$ cat src/design/vpid_pkg.sv
// vpid_pkg: shared types and constants of the vector pid controller
`default_nettype none

package vpid_pkg;

    localparam int AXES      = 3;
    localparam int GAIN_REGS = 3;
    localparam int GROUP_W   = 2;
    localparam int VALUE_W   = 32;
    localparam int DT_W      = 16;
    localparam int GAIN_W    = 16;
    localparam int CFG_W     = 48;
    localparam int CFG_IDX_W = 2;
    localparam int INT_W     = 48;
    localparam int MUL_A_W   = INT_W;
    localparam int MUL_B_W   = GAIN_W + 1;
    localparam int PROD_W    = MUL_A_W + MUL_B_W;
    localparam int ACC_W     = 58;

    localparam logic [CFG_IDX_W-1:0] REG_POSITION    = 2'd0;
    localparam logic [CFG_IDX_W-1:0] REG_VELOCITY    = 2'd1;
    localparam logic [CFG_IDX_W-1:0] REG_ORIENTATION = 2'd2;

    localparam logic signed [INT_W-1:0] INT_MAX = {1'b0, {(INT_W-1){1'b1}}};
    localparam logic signed [INT_W-1:0] INT_MIN = {1'b1, {(INT_W-1){1'b0}}};

    typedef logic signed [VALUE_W-1:0] value_t;
    typedef logic        [GROUP_W-1:0] group_t;
    typedef logic        [DT_W-1:0]    step_t;
    typedef logic        [CFG_W-1:0]   gains_t;
    typedef logic signed [INT_W-1:0]   integ_t;

endpackage

`default_nettype wire

$ cat src/design/vpid_mul.sv
// vpid_mul: shared signed multiplier with registered product
`default_nettype none

module vpid_mul
    import vpid_pkg::*;
(
    input  wire logic                      clk,
    input  wire logic signed [MUL_A_W-1:0] mul_a,
    input  wire logic signed [MUL_B_W-1:0] mul_b,
    output      logic signed [PROD_W-1:0]  prod
);

    logic signed [PROD_W-1:0] prod_reg;
    logic signed [PROD_W-1:0] prod_next;

    assign prod_next = PROD_W'(mul_a) * PROD_W'(mul_b);

    always_ff @(posedge clk)
    begin
        prod_reg <= prod_next;
    end

    assign prod = prod_reg;

endmodule

`default_nettype wire

$ cat config.mk
export PLATFORM = sky130hd
export DESIGN_NAME = vpid_mul
export DESIGN_NICKNAME = d
export VERILOG_FILES = /design/src/design/vpid_pkg.sv /design/src/design/vpid_mul.sv
export SDC_FILE = /design/constraint.sdc
export NUM_CORES = 2
export LEC_CHECK = 0
export ABC_AREA = 1
export ABC_CLOCK_PERIOD_IN_PS = 5100
export BUFFER_PORTS_ARGS = -buffer_cell sky130_fd_sc_hd__buf_2
export CAP_MARGIN = 30
export CELL_PAD_IN_SITES_DETAIL_PLACEMENT = 0
export CELL_PAD_IN_SITES_GLOBAL_PLACEMENT = 2
export CORE_MARGIN = 2
export CORE_UTILIZATION = 35
export DETAILED_ROUTE_END_ITERATION = 12
export PLACE_DENSITY_LB_ADDON = 0.25
export SLEW_MARGIN = 25
export SYNTH_ARGS = -nofsm -noshare
export SYNTH_HDL_FRONTEND = slang
export SYNTH_SLANG_ARGS = --single-unit
export TNS_END_PERCENT = 100
$ cat constraint.sdc
create_clock -name clk -period 5.1 [get_ports clk]
set_input_delay 0.255 -clock clk [delete_from_list [all_inputs] [get_ports clk]]
set_output_delay 0.255 -clock clk [all_outputs]
set_load 0.03 [all_outputs]
[Yosys cells after proc, flatten, opt, wreduce, memory -nomap -nowiden]
Index checks and enable logic that the tools add are counted.
Word-level totals
  bits in registers: 65
  latch bits: 0
  bits in writable memories: 0
  memory bits (read-only): 0
  input bits: 66
  output and inout bits: 65
  logic and storage cells: 2
  memories: 0
Cells by class
  add/subtract/negate cells: 0
  multiply operators: 1
  divide/modulo/power cells: 0
  order comparisons: 0
  equality and inequality tests: 0
  shift-type cells: 0
  muxes and demuxes: 0
  bitwise operators: 0
  reduce and logical (&&, ||, !) cells: 0
Operator list (number)
  multiplier 48 x 17 -> 65 bit: 1

[Depth between registers and ports, before layout]
  depth in word-level cells: 1
  depth in mapped cells: 28
  gate-level depth less buffers: 27

[Worst setup path after synthesis]
Ideal clock, no wire load.
  path kind: input port to flip-flop
  from: input port mul_a[47]
  to: register prod_reg[60] (netlist: prod[60])
  library setup time: 113 ps
  arrival: 5316 ps
  data required time: 4987 ps
  setup slack: -329 ps
  cell stages on the path: 21
  path buffers: 2
  path through: clkbuf_1 > clkbuf_1 > nand2_1 > inv_1 > fa_1 > fa_1 > fa_1 > fa_1 > inv_1 > fa_1 > inv_1 > fa_1 > ha_1 > nand2_1 > inv_1 > nand2_1 > nor3_1 > and3_1 > nand2_2 > nand4_1 > nand2_1
Between the ends
  longest elaborated chain between the ends: 1
Ends and longest elaborated chain
  from (decl): line vpid_mul.sv:8  | input wire logic signed [MUL_A_W-1:0] mul_a,
  multiplier 48 x 17 -> 65 bit: line vpid_mul.sv:16  | assign prod_next = PROD_W'(mul_a) * PROD_W'(mul_b);
  via prod_next[60]: line vpid_mul.sv:14  | logic signed [PROD_W-1:0] prod_next;
  to (signal assigned): line vpid_mul.sv:20  | prod_reg <= prod_next;
  to (decl): line vpid_mul.sv:13  | logic signed [PROD_W-1:0] prod_reg;
The timed path passes the listed nets, and every way through them passes these cells.

[Worst setup path in the final report]
  from: input port mul_b[7]
  to: register prod_reg[63] (netlist: prod[63])
Between the ends
  longest elaborated chain between the ends: 1
Ends and longest elaborated chain
  from (decl): line vpid_mul.sv:9  | input wire logic signed [MUL_B_W-1:0] mul_b,
  multiplier 48 x 17 -> 65 bit: line vpid_mul.sv:16
  via prod_next[63]: line vpid_mul.sv:14
The timed path passes the listed nets, and every way through them passes these cells.

==> results by group <==
Run status
  – Failing checks: setup timing
  – Status: finished, violations left

Die
  – Die width: 303 µm
  – Initial Utilization: 35.4%
  – Core area: 88600 µm²
  – Die Span Y: 303 µm
  – Die Area: 92100 µm²
  – IO Count: 131
  – # rows: 109

Clock network
  – H-tree level count: 3
  – CTS Buffer Depth: 2
  – CTS Sinks: 65
  – CTS buffer count: 9
  – CTS tree: yes
  – Clock transition at path regs: 70 ps
  – Root Driver: clkbuf_16

Timing
  – Period utilization: 101%
  – Final hold vios: 0
  – Final worst-path setup slack: -36.5 ps
  – Final setup fails: 8
  – Final hold slack: 347 ps
  – Max Clk Rate: 195 MHz
  – Worst slew margin: 53.1%
  – Final Max Tran Viols: 0
  – RSZ-0062 raised after global routing: yes
  – Final critical-path required period: 5140 ps
  – Tightest Pin Transition: 703 ps

Worst setup path
  – WP data arrival: 5380 ps
  – Crit Path Max Fanout: 7
  – Slowest stage delay, CP: 560 ps
  – Critical-path cell list: buf_16 > buf_12 > buf_4 > nand2_2 > inv_2 > fa_1 > fa_2 > buf_6 > buf_6 > fa_1 > inv_2 > fa_2 > fa_2 > fa_1 > inv_2 > ha_4 > buf_6 > nand2_4 > nor3_4 > and3_1 > nand2_2 > nand3_1 > nand2_1
  – Crit. End Element: flip-flop
  – Slowest CP cell: fa_1
  – Crit path kind: input pin to flip-flop
  – Required time of the worst setup path: 5340 ps
  – Setup crit start kind: input pin

Yosys
  – Post-synth top area cell: fa_1
  – Synth Net Count: 5214
  – Dominant cells by area after synthesis: fa_1, inv_1, nand2_1
  – Register area share after synthesis: 4.15%
  – Synth unique cells: 27
  – #FFs+latches synth: 65
  – Mean Syn Cell Area: 7.40 µm²
  – Top-area cell type share of the netlist area: 48.5%
  – YS warnings: 0
  – Syn Std Cell Area: 31400 µm²
  – Cell count after synthesis: 4240

Global routing
  – Grt total ovfl: 0
  – Vias in the first global route: 28400
  – GRT Util Overall: 23.7%
  – Global-route wire length before repair: 164000 µm
  – Initial antenna violation count: 3
  – Largest net degree at the start of global routing: 36

Detailed routing
  – Antenna Nets Post-Route: 0
  – DR WL/cell: 18.4 µm
  – Via count: 26100
  – TritonRoute pass-1 iters: 6
  – 1st-iter DRT viols: 1255
  – Post-route DRC violation count: 0
  – Routed WL: 108000 µm
  – Vias per inst: 4.45

Cells and area
  – Nets@finish: 5680
  – Most frequent cells in the layout: inv_1, nand2_1, fa_1
  – Commonest non-fill, non-tap cell in the layout: inv_1
  – Max reg flops: 65
  – Synth-to-layout area growth: 32.7%
  – Layout cells sized above 1: 27.4%

Min path
  – Hold crit path type: input pin to flip-flop

Job
  – Max Cap Viol: 0

Placed design
  – PortBufs: 130
  – Post-DP HPWL: 85200 µm
  – Placer congestion estimate: 0.848
  – DP Worst Slack: -780 ps
[path summary, 6_finish.rpt]
path	slack, ps	cells after the start	endpoint	from
max	-40	23	prod[63]$_DFF_P_	mul_b[7]
min	350	4	prod[0]$_DFF_P_	mul_a[0]
[Yosys cell counts]
library cell / number
nor3_2: 1
nand4_1: 24
buf_1: 16
nor3_1: 11
nand3_2: 8
xor2_1: 34
nand3b_1: 2
nor2_4: 3
clkbuf_1: 165
nor2_1: 96
fa_1: 761
o21ai_0: 7
nand2_1: 1301
dfxtp_1: 65
inv_1: 1392
a21oi_1: 51
o21bai_1: 15
nand2_2: 20
inv_2: 3
ha_1: 147
nand3_1: 57
xnor2_1: 4
and3_1: 7
nor4_1: 7
nor2_2: 32
and2_1: 4
or2_2: 7
[layer usage]
| metal | GRT usage (%) | wire [µm] | share of wire (%) |
|---|---|---|---|
| met4 | 6.21 | 3350 | 3.1 |
| met2 | 43.0 | 54700 | 50 |
| met1 | 29.7 | 44700 | 41 |
| met3 | 2.91 | 5670 | 5.2 |
| met5 | 0 | 0 | 0 |
[critical path: cells and delay by family]
kind,cells,cell delay [ps]
buf+inv,9,960
simple gates,7,700
fa+ha+maj,7,3410
[through the flow]
stage,utilization (%),instances,cell area (µm²),setup TNS [ps]
CTS,44.2,5836,39200,-501
global placement,41.3,5778,36700,-33450
floorplan,-,4240,31800,-36.6
detailed placement,41.3,5778,36700,-32900
global route,47.0,5876,41600,-6510
finish,47.0,5879,41600,-152
[kinds of logic (layout without fill, tap and decap cells)]
family,count (synthesis),count (layout),share of synthesized area [%]
and+or+nand+nor,1580,1580,20.3
buffers and inverters,1576,2047,18.9
adders and majority gates,908,908,54.4
AOI/OAI and AO/OA,73,73,1.28
DFF,65,65,4.15
xor gates and xnor gates,38,38,1.06
other,0,3,0
[layout make-up]
class / instances / area, µm²
fillers: 8984 / 47000
clock inverters: 4 / 26.3
multi-input cells: 2599 / 27100
well taps: 1165 / 1460
flip-flops and latches: 65 / 1300
clock buffers: 12 / 267
repair buffers: 636 / 6270
diodes: 3 / 7.51
inverters: 1395 / 5260
[repair_timing]
item | 4_1_cts | 5_1_grt
gates cloned | 18 | 13
hold buffers | 0 | 0
gates resized for setup | 338 | 584
buffers inserted | 24 | 37
setup endpoints to repair | 51 | 52
pin swaps | 65 | 296
Power is not shown: default switching activity piles up to over one toggle a cycle in this logic, so the estimate is an artifact.
