### src/design/vpid_pkg.sv
// vpid_pkg: shared types and constants of the vector pid controller
`default_nettype none

package vpid_pkg;

    localparam int AXES      = 3;
    localparam int GAIN_REGS = 3;
    localparam int GROUP_W   = 2;
    localparam int VALUE_W   = 32;
    localparam int DT_W      = 16;
    localparam int GAIN_W    = 16;
    localparam int CFG_W     = 48;
    localparam int CFG_IDX_W = 2;
    localparam int INT_W     = 48;
    localparam int MUL_A_W   = INT_W;
    localparam int MUL_B_W   = GAIN_W + 1;
    localparam int PROD_W    = MUL_A_W + MUL_B_W;
    localparam int ACC_W     = 58;

    localparam logic [CFG_IDX_W-1:0] REG_POSITION    = 2'd0;
    localparam logic [CFG_IDX_W-1:0] REG_VELOCITY    = 2'd1;
    localparam logic [CFG_IDX_W-1:0] REG_ORIENTATION = 2'd2;

    localparam logic signed [INT_W-1:0] INT_MAX = {1'b0, {(INT_W-1){1'b1}}};
    localparam logic signed [INT_W-1:0] INT_MIN = {1'b1, {(INT_W-1){1'b0}}};

    typedef logic signed [VALUE_W-1:0] value_t;
    typedef logic        [GROUP_W-1:0] group_t;
    typedef logic        [DT_W-1:0]    step_t;
    typedef logic        [CFG_W-1:0]   gains_t;
    typedef logic signed [INT_W-1:0]   integ_t;

endpackage

`default_nettype wire

### src/design/vpid_div.sv
// vpid_div: unsigned restoring divider, two quotient bits per cycle
`default_nettype none

module vpid_div
    import vpid_pkg::*;
#(
    parameter int DIVIDEND_W = 50
)
(
    input  wire logic                  clk,
    input  wire logic                  rst_n,
    input  wire logic                  start,
    input  wire logic [DIVIDEND_W-1:0] dividend,
    input  wire step_t                 divisor,
    output      logic                  busy,
    output      logic [DIVIDEND_W-1:0] quotient
);

    localparam int STEPS = DIVIDEND_W / 2;
    localparam int CNT_W = $clog2(STEPS + 1);

    logic                  busy_reg, busy_next;
    logic [CNT_W-1:0]      cnt_reg, cnt_next;
    logic [DT_W-1:0]       rem_reg, rem_next;
    logic [DIVIDEND_W-1:0] quo_reg, quo_next;
    step_t                 dvs_reg, dvs_next;

    always_comb
    begin
        logic [DT_W:0]         trial;
        logic [DT_W-1:0]       rem_w;
        logic [DIVIDEND_W-1:0] quo_w;
        rem_w     = rem_reg;
        quo_w     = quo_reg;
        busy_next = busy_reg;
        cnt_next  = cnt_reg;
        dvs_next  = dvs_reg;
        for (int k = 0; k < 2; k++)
        begin
            trial = {rem_w, quo_w[DIVIDEND_W-1]};
            quo_w = {quo_w[DIVIDEND_W-2:0], 1'b0};
            if (trial >= {1'b0, dvs_reg})
            begin
                trial    = trial - {1'b0, dvs_reg};
                quo_w[0] = 1'b1;
            end
            rem_w = trial[DT_W-1:0];
        end
        rem_next = rem_reg;
        quo_next = quo_reg;
        if (start)
        begin
            busy_next = 1'b1;
            cnt_next  = CNT_W'(STEPS);
            rem_next  = '0;
            quo_next  = dividend;
            dvs_next  = divisor;
        end
        else if (busy_reg)
        begin
            rem_next = rem_w;
            quo_next = quo_w;
            cnt_next = cnt_reg - 1'b1;
            if (cnt_reg == CNT_W'(1))
            begin
                busy_next = 1'b0;
            end
        end
    end

    always_ff @(posedge clk or negedge rst_n)
    begin
        if (!rst_n)
        begin
            busy_reg <= 1'b0;
            cnt_reg  <= '0;
        end
        else
        begin
            busy_reg <= busy_next;
            cnt_reg  <= cnt_next;
        end
    end

    always_ff @(posedge clk)
    begin
        rem_reg <= rem_next;
        quo_reg <= quo_next;
        dvs_reg <= dvs_next;
    end

    assign busy     = busy_reg;
    assign quotient = quo_reg;

endmodule

`default_nettype wire

### config.mk
export PLATFORM = sky130hd
export DESIGN_NAME = vpid_div
export DESIGN_NICKNAME = d
export VERILOG_FILES = /design/src/design/vpid_pkg.sv /design/src/design/vpid_div.sv
export SDC_FILE = /design/constraint.sdc
export NUM_CORES = 1
export LEC_CHECK = 0
export ABC_AREA = 1
export ABC_CLOCK_PERIOD_IN_PS = 4150
export BUFFER_PORTS_ARGS = -buffer_cell sky130_fd_sc_hd__buf_4
export CELL_PAD_IN_SITES_DETAIL_PLACEMENT = 1
export CELL_PAD_IN_SITES_GLOBAL_PLACEMENT = 1
export CORE_ASPECT_RATIO = 0.7
export CORE_MARGIN = 2
export CORE_UTILIZATION = 34
export CTS_BUF_LIST = sky130_fd_sc_hd__clkbuf_2
export DETAILED_ROUTE_END_ITERATION = 8
export HOLD_SLACK_MARGIN = 0.05
export PLACE_DENSITY = 0.76
export SETUP_SLACK_MARGIN = 0.15
export SYNTH_ARGS = -nofsm -noshare
export SYNTH_HDL_FRONTEND = slang
export SYNTH_SLANG_ARGS = --single-unit
### constraint.sdc
create_clock -name clk -period 4.15 [get_ports clk]
set_input_delay 0.415 -clock clk [delete_from_list [all_inputs] [get_ports clk]]
set_output_delay 0.415 -clock clk [all_outputs]
set_load 0.02 [all_outputs]
After elaboration in Yosys (flattened, before gate mapping)
Cells that the tools add are included.
- add/sub/neg operators: 3
- $lt $le $gt $ge: 2
- equality and inequality tests: 1
- mux-type cells: 11
- reduce and logical (&&, ||, !) cells: 1
- operators by type and width (cell ; count):
    2-to-1 mux 50 bit ; 2
    >= comparator 17 x 16 -> 1 bit ; 2
    2-to-1 mux 16 bit ; 2
    subtractor 16 bit ; 2
    2-to-1 mux 5 bit ; 2
    == test 5 x 1 -> 1 bit (second input constant) ; 1
    2-to-1 mux 1 bit ; 5
    subtractor 5 x 1 -> 5 bit (second input constant) ; 1
    nonzero test 2 bit ; 1
- bits in registers: 88
- bits of input ports: 69

Longest topological paths before layout
- depth in word-level cells: 6
- depth in mapped cells: 29
- mapped depth without buffers: 27

Worst setup path after synthesis
OpenSTA, ideal clock, no wires.
- path kind: register to register
- start: register quo_reg[49] (netlist: quotient[49])
- end: register rem_reg[7]
- library setup time: 0.114 ns
- arrival: 3.197 ns
- required time: 4.036 ns
- slack: 0.839 ns
- stages on the path, launching flop included: 26
- buffers on the path: 1
- clock period less this slack: 3.311 ns
- cells stage by stage: edfxtp_1 inv_1 ha_1 inv_1 fa_1 nand3_1 nand3_1 nand2_1 nand2_1 nand3_1 nand2_1 nand2_1 nand3_1 nand2_1 inv_1 ha_1 nand2_1 nor4_1 a21oi_1 nand2_2 clkinv_2 nand3_4 buf_8 nand2_2 nand3_1 nand2_1
- word-level cells in the longest chain between the ends: 4
- ends and longest elaborated chain (item ; RTL line ; source):
    start, declared ; vpid_div.sv:25 ; logic [DIVIDEND_W-1:0] quo_reg, quo_next;
    start signal, assigned ; vpid_div.sv:88 ; quo_reg <= quo_next;
    subtractor 16 bit / >= comparator 17 x 16 -> 1 bit (equally long branches) ; vpid_div.sv:44, vpid_div.sv:42 ;
    2-to-1 mux 16 bit (*) ; vpid_div.sv:42 ; if (trial >= {1'b0, dvs_reg})
    subtractor 16 bit / >= comparator 17 x 16 -> 1 bit (equally long branches) ; vpid_div.sv:44, vpid_div.sv:42 ;
    2-to-1 mux 16 bit (*) ; vpid_div.sv:42 ;
    end signal, assigned ; vpid_div.sv:87 ; rem_reg <= rem_next;
    end, declared ; vpid_div.sv:24 ; logic [DT_W-1:0] rem_reg, rem_next;
Mark *: on every way between the ends. The rest lies on a longest branch, timed or not.
A chain may end at the register's enable or synchronous reset.

Final worst setup path
- start: register quo_reg[49] (netlist: quotient[49])
- end: register rem_reg[12]
Same word-level chain as after synthesis.

==> impl_results.md <==
* Peak supply drop at 0.280 mV
* # port buffers at approximately 120
* Largest register FFs at 50
* Post-Layout Cell Count at between 1,000 and 1,500
* Post-route ant nets at 0
* Arr. time, crit path at 4.27 ns
* Fin. Hold Viols at 0
* Cells after Synth at roughly 770
* Mapped Nets at between 800 and 900
* P_leak at 3.98 nW
* Placed instance count at roughly 1,100
* Pin count of the biggest net entering global routing at between 50 and 60
* WP data required at ~4.7 ns
* Post-detail-place hpwl at 14,900 µm
* Initial Utilization at 34.4%
* Seq/Total Area, Yosys at roughly two fifths
* CTS tree: done
* Area delta synth->final at 35.7%
* DRT iter0 DRCs at about 390
* Routed WL at between 20,000 and 25,000 µm
* Number of max-cap violations at 0
* Initial antenna violation count at 1
* Post-Route Utilization at a little under half
* Clock transition at the registers of the reported paths at 0.28 ns
* Pre-antenna DRT Iters at 5
* Number of I/O pins at 120
* Slew margin rel. at approximately 48%
* Clock latency on the worst-skew pair at around 0.63 ns
* Hold WS at around 0.12 ns
* FF+latch count, synth at a little under 90
* Period utilization at 89.5%
* Final setup vio count at 0
* GPL Wtd Cong at between 0.8 and 0.9
* Gr usage total at a little under a quarter
* Library cells used by synthesis at 39
* CTS Root Cell: clkbuf_2
* Power Density at 696 mW/mm²
* Wire length per cell at 17.5 µm
* Startpoint types: register
* Chip Width at approximately 160 µm
* CTS Buf Count at 9
* Yosys warnings at 0
* Fin Clk Skew at 0.0281 ns
* H-tree depth at 3
* Tightest Pin Transition at 0.777 ns
* Fin nets at 1,065
* Fmax at ~270 MHz
* Clk sink count at about 90
* Bufs on Longest Clock Path at 2
* Die area at 0.0183 mm²
* Via density at around 4.9
* Chip Height at ~110 µm
* TNS Setup at 0 ns
* DRC viols at 0
* Crit path kind: register to register
* Num rows at 40
* Tmin final at approximately 3.7 ns
* CP endpoint kind: register
* Vias in the first global route at 6,142
* Post-route setup slack at approximately 0.43 ns
* First-pass GRT wire length at 33,200 µm
* Avg Cell Area, Syn at between 7 and 8 µm²
* Core Area at roughly 0.017 mm²
* Unrepaired setup endpoints after global routing: yes
* CP max FO at 14
* Layout cells sized above 1 at between 20% and 30%
* Fillers at between 2,000 and 2,500
* Worst min path class: primary input to register
* Outcome: completed
* Count of pins over their slew limit at 0
* Post-Syn Area at 0.00585 mm²
* Grt total ovfl at 0
* Vias after detailed routing at around 5,900
* Place WS at 0.0472 ns
[area by class of cell]
class / instances / area, µm² / share of cell area, %
diodes: 1 / 2.50 / 0.0315
clock buffers: 9 / 45.0 / 0.568
clock inverters: 7 / 60.1 / 0.757
inverters: 89 / 342 / 4.30
multi-input cells: 571 / 3040 / 38.4
flip-flops and latches: 88 / 2450 / 30.9
well taps: 231 / 289 / 3.64
repair buffers: 201 / 1700 / 21.4
[critical path, stage by stage, from the launching register on]
cell and delay (ns):
edfxtp_1 0.47, inv_1 0.12, ha_1 0.15, inv_1 0.11, fa_2 0.42, nand3_1 0.11, nand3_2 0.15, nand2_1 0.11
nand2_1 0.13, xnor2_1 0.19, nand2_1 0.07, nand2_1 0.08, inv_1 0.05, ha_2 0.38, nand2_1 0.08, nor2_2 0.13
and2_1 0.20, a21oi_1 0.10, nand2_2 0.15, inv_8 0.08, nand3_4 0.15, nand2_1 0.09, nand3_1 0.09, nand2_1 0.05
[Yosys cell counts]
cell type  number  area, µm²
o21ai_0        13       65.1
inv_1          82        308
nor3_1          1       5.00
buf_6           1       11.3
nand4_1        17        106
buf_8           1       15.0
nand3_4         1       17.5
nor2_4          4       45.0
buf_4           3       22.5
or2_1           1       6.26
nand2_2        23        144
xor2_1          5       43.8
nor4_1          1       6.26
buf_2           4       20.0
a21o_1          1       7.51
and2_1          2       12.5
ha_1           34        425
dfrtp_1         6        150
clkinv_1        1       3.75
nand3_1        45        225
fa_1            2       40.0
inv_2           5       18.8
buf_1           1       3.75
o21bai_1        1       7.51
nand2_1       318       1190
nor2_2          4       25.0
clkbuf_1       12       45.0
edfxtp_1       66       1980
nand3_2         5       50.1
o22ai_1         1       6.26
a21oi_2         1       8.76
nor2_1         31        116
xnor2_1        13        114
a31oi_1         2       12.5
clkinv_2        1       5.00
a21oi_1        26        130
nand3b_1       14        105
or2_0           4       25.0
dfxtp_1        16        320
[through the flow]
step | power (mW) | instance area [µm²]
finish | 5.52 | 7940
floorplan | 3.88 | 5850
global route | 6.03 | 7940
global placement | 4.64 | 6990
CTS | 5.32 | 7800
detailed placement | 4.72 | 6990
[power by group]
| part | internal, mW | total, mW | switching (mW) |
|---|---|---|---|
| clock network | 0.0932 | 0.450 | 0.357 |
| registers | 1.11 | 1.23 | 0.122 |
| logic | 1.45 | 3.84 | 2.39 |
| total | 2.65 | 5.52 | 2.87 |
[kinds of logic after synthesis]
family                     count (synthesis)  synth area share, %
and+or+nand+nor                          471                 35.6
adders and majority gates                 36                 7.96
AOI/OAI and AO/OA                         45                 4.06
buffers and inverters                    111                 7.74
DFF                                       88                 41.9
xor gates and xnor gates                  18                 2.70
[layer usage]
metal / global-route usage, % / vias to the layer above / routed length, µm / part of all wire (%)
met2: 35.5 / 140 / 9270 / 44
li1: - / 2852 / - / -
met4: 6.90 / 0 / 429 / 2.1
met3: 4.91 / 30 / 1050 / 5.0
met1: 33.3 / 2851 / 10200 / 49
met5: 0 / - / 0 / 0
[timing repair]
item,CTS,global route
buffers inserted,0,5
gates cloned,1,0
resized for setup,5,22
pin swaps,1,6
endpoints found under the hold margin,70,0
hold buffers,67,0
setup endpoints to repair,15,17
[cells in the final DEF, fill, tap and decap left out, types with 6 or more instances in the layout]
| cell | synthesis | final |
|---|---|---|
| nand2_1 | 318 | 317 |
| buf_4 | 3 | 130 |
| inv_1 | 82 | 80 |
| dlygate4sd3_1 | 0 | 67 |
| edfxtp_1 | 66 | 66 |
| nand3_1 | 45 | 43 |
| nor2_1 | 31 | 29 |
| ha_1 | 34 | 27 |
| a21oi_1 | 26 | 26 |
| nand2_2 | 23 | 22 |
| nand4_1 | 17 | 17 |
| dfxtp_1 | 16 | 16 |
| nand3b_1 | 14 | 14 |
| xnor2_1 | 13 | 13 |
| o21ai_0 | 13 | 12 |
| clkbuf_2 | 0 | 9 |
| inv_2 | 5 | 7 |
| nand3_2 | 5 | 7 |
| nor2_2 | 4 | 6 |
| dfrtp_1 | 6 | 6 |
[worst paths after layout]
check	start	to	slack, ns	cells after the start
max reg2reg	quotient[49]	rem_reg[12]	0.43	23
min reg2reg	rem_reg[15]	rem_reg[15]	0.50	2
min in group asynchronous	rst_n	cnt_reg[1]	0.61	3
max in group asynchronous	rst_n	cnt_reg[2]	2.78	4
max	quotient[49]	rem_reg[12]	0.43	23
min	dividend[3]	quotient[3]	0.12	3
Note: power is estimated with default switching activity, not from simulation.
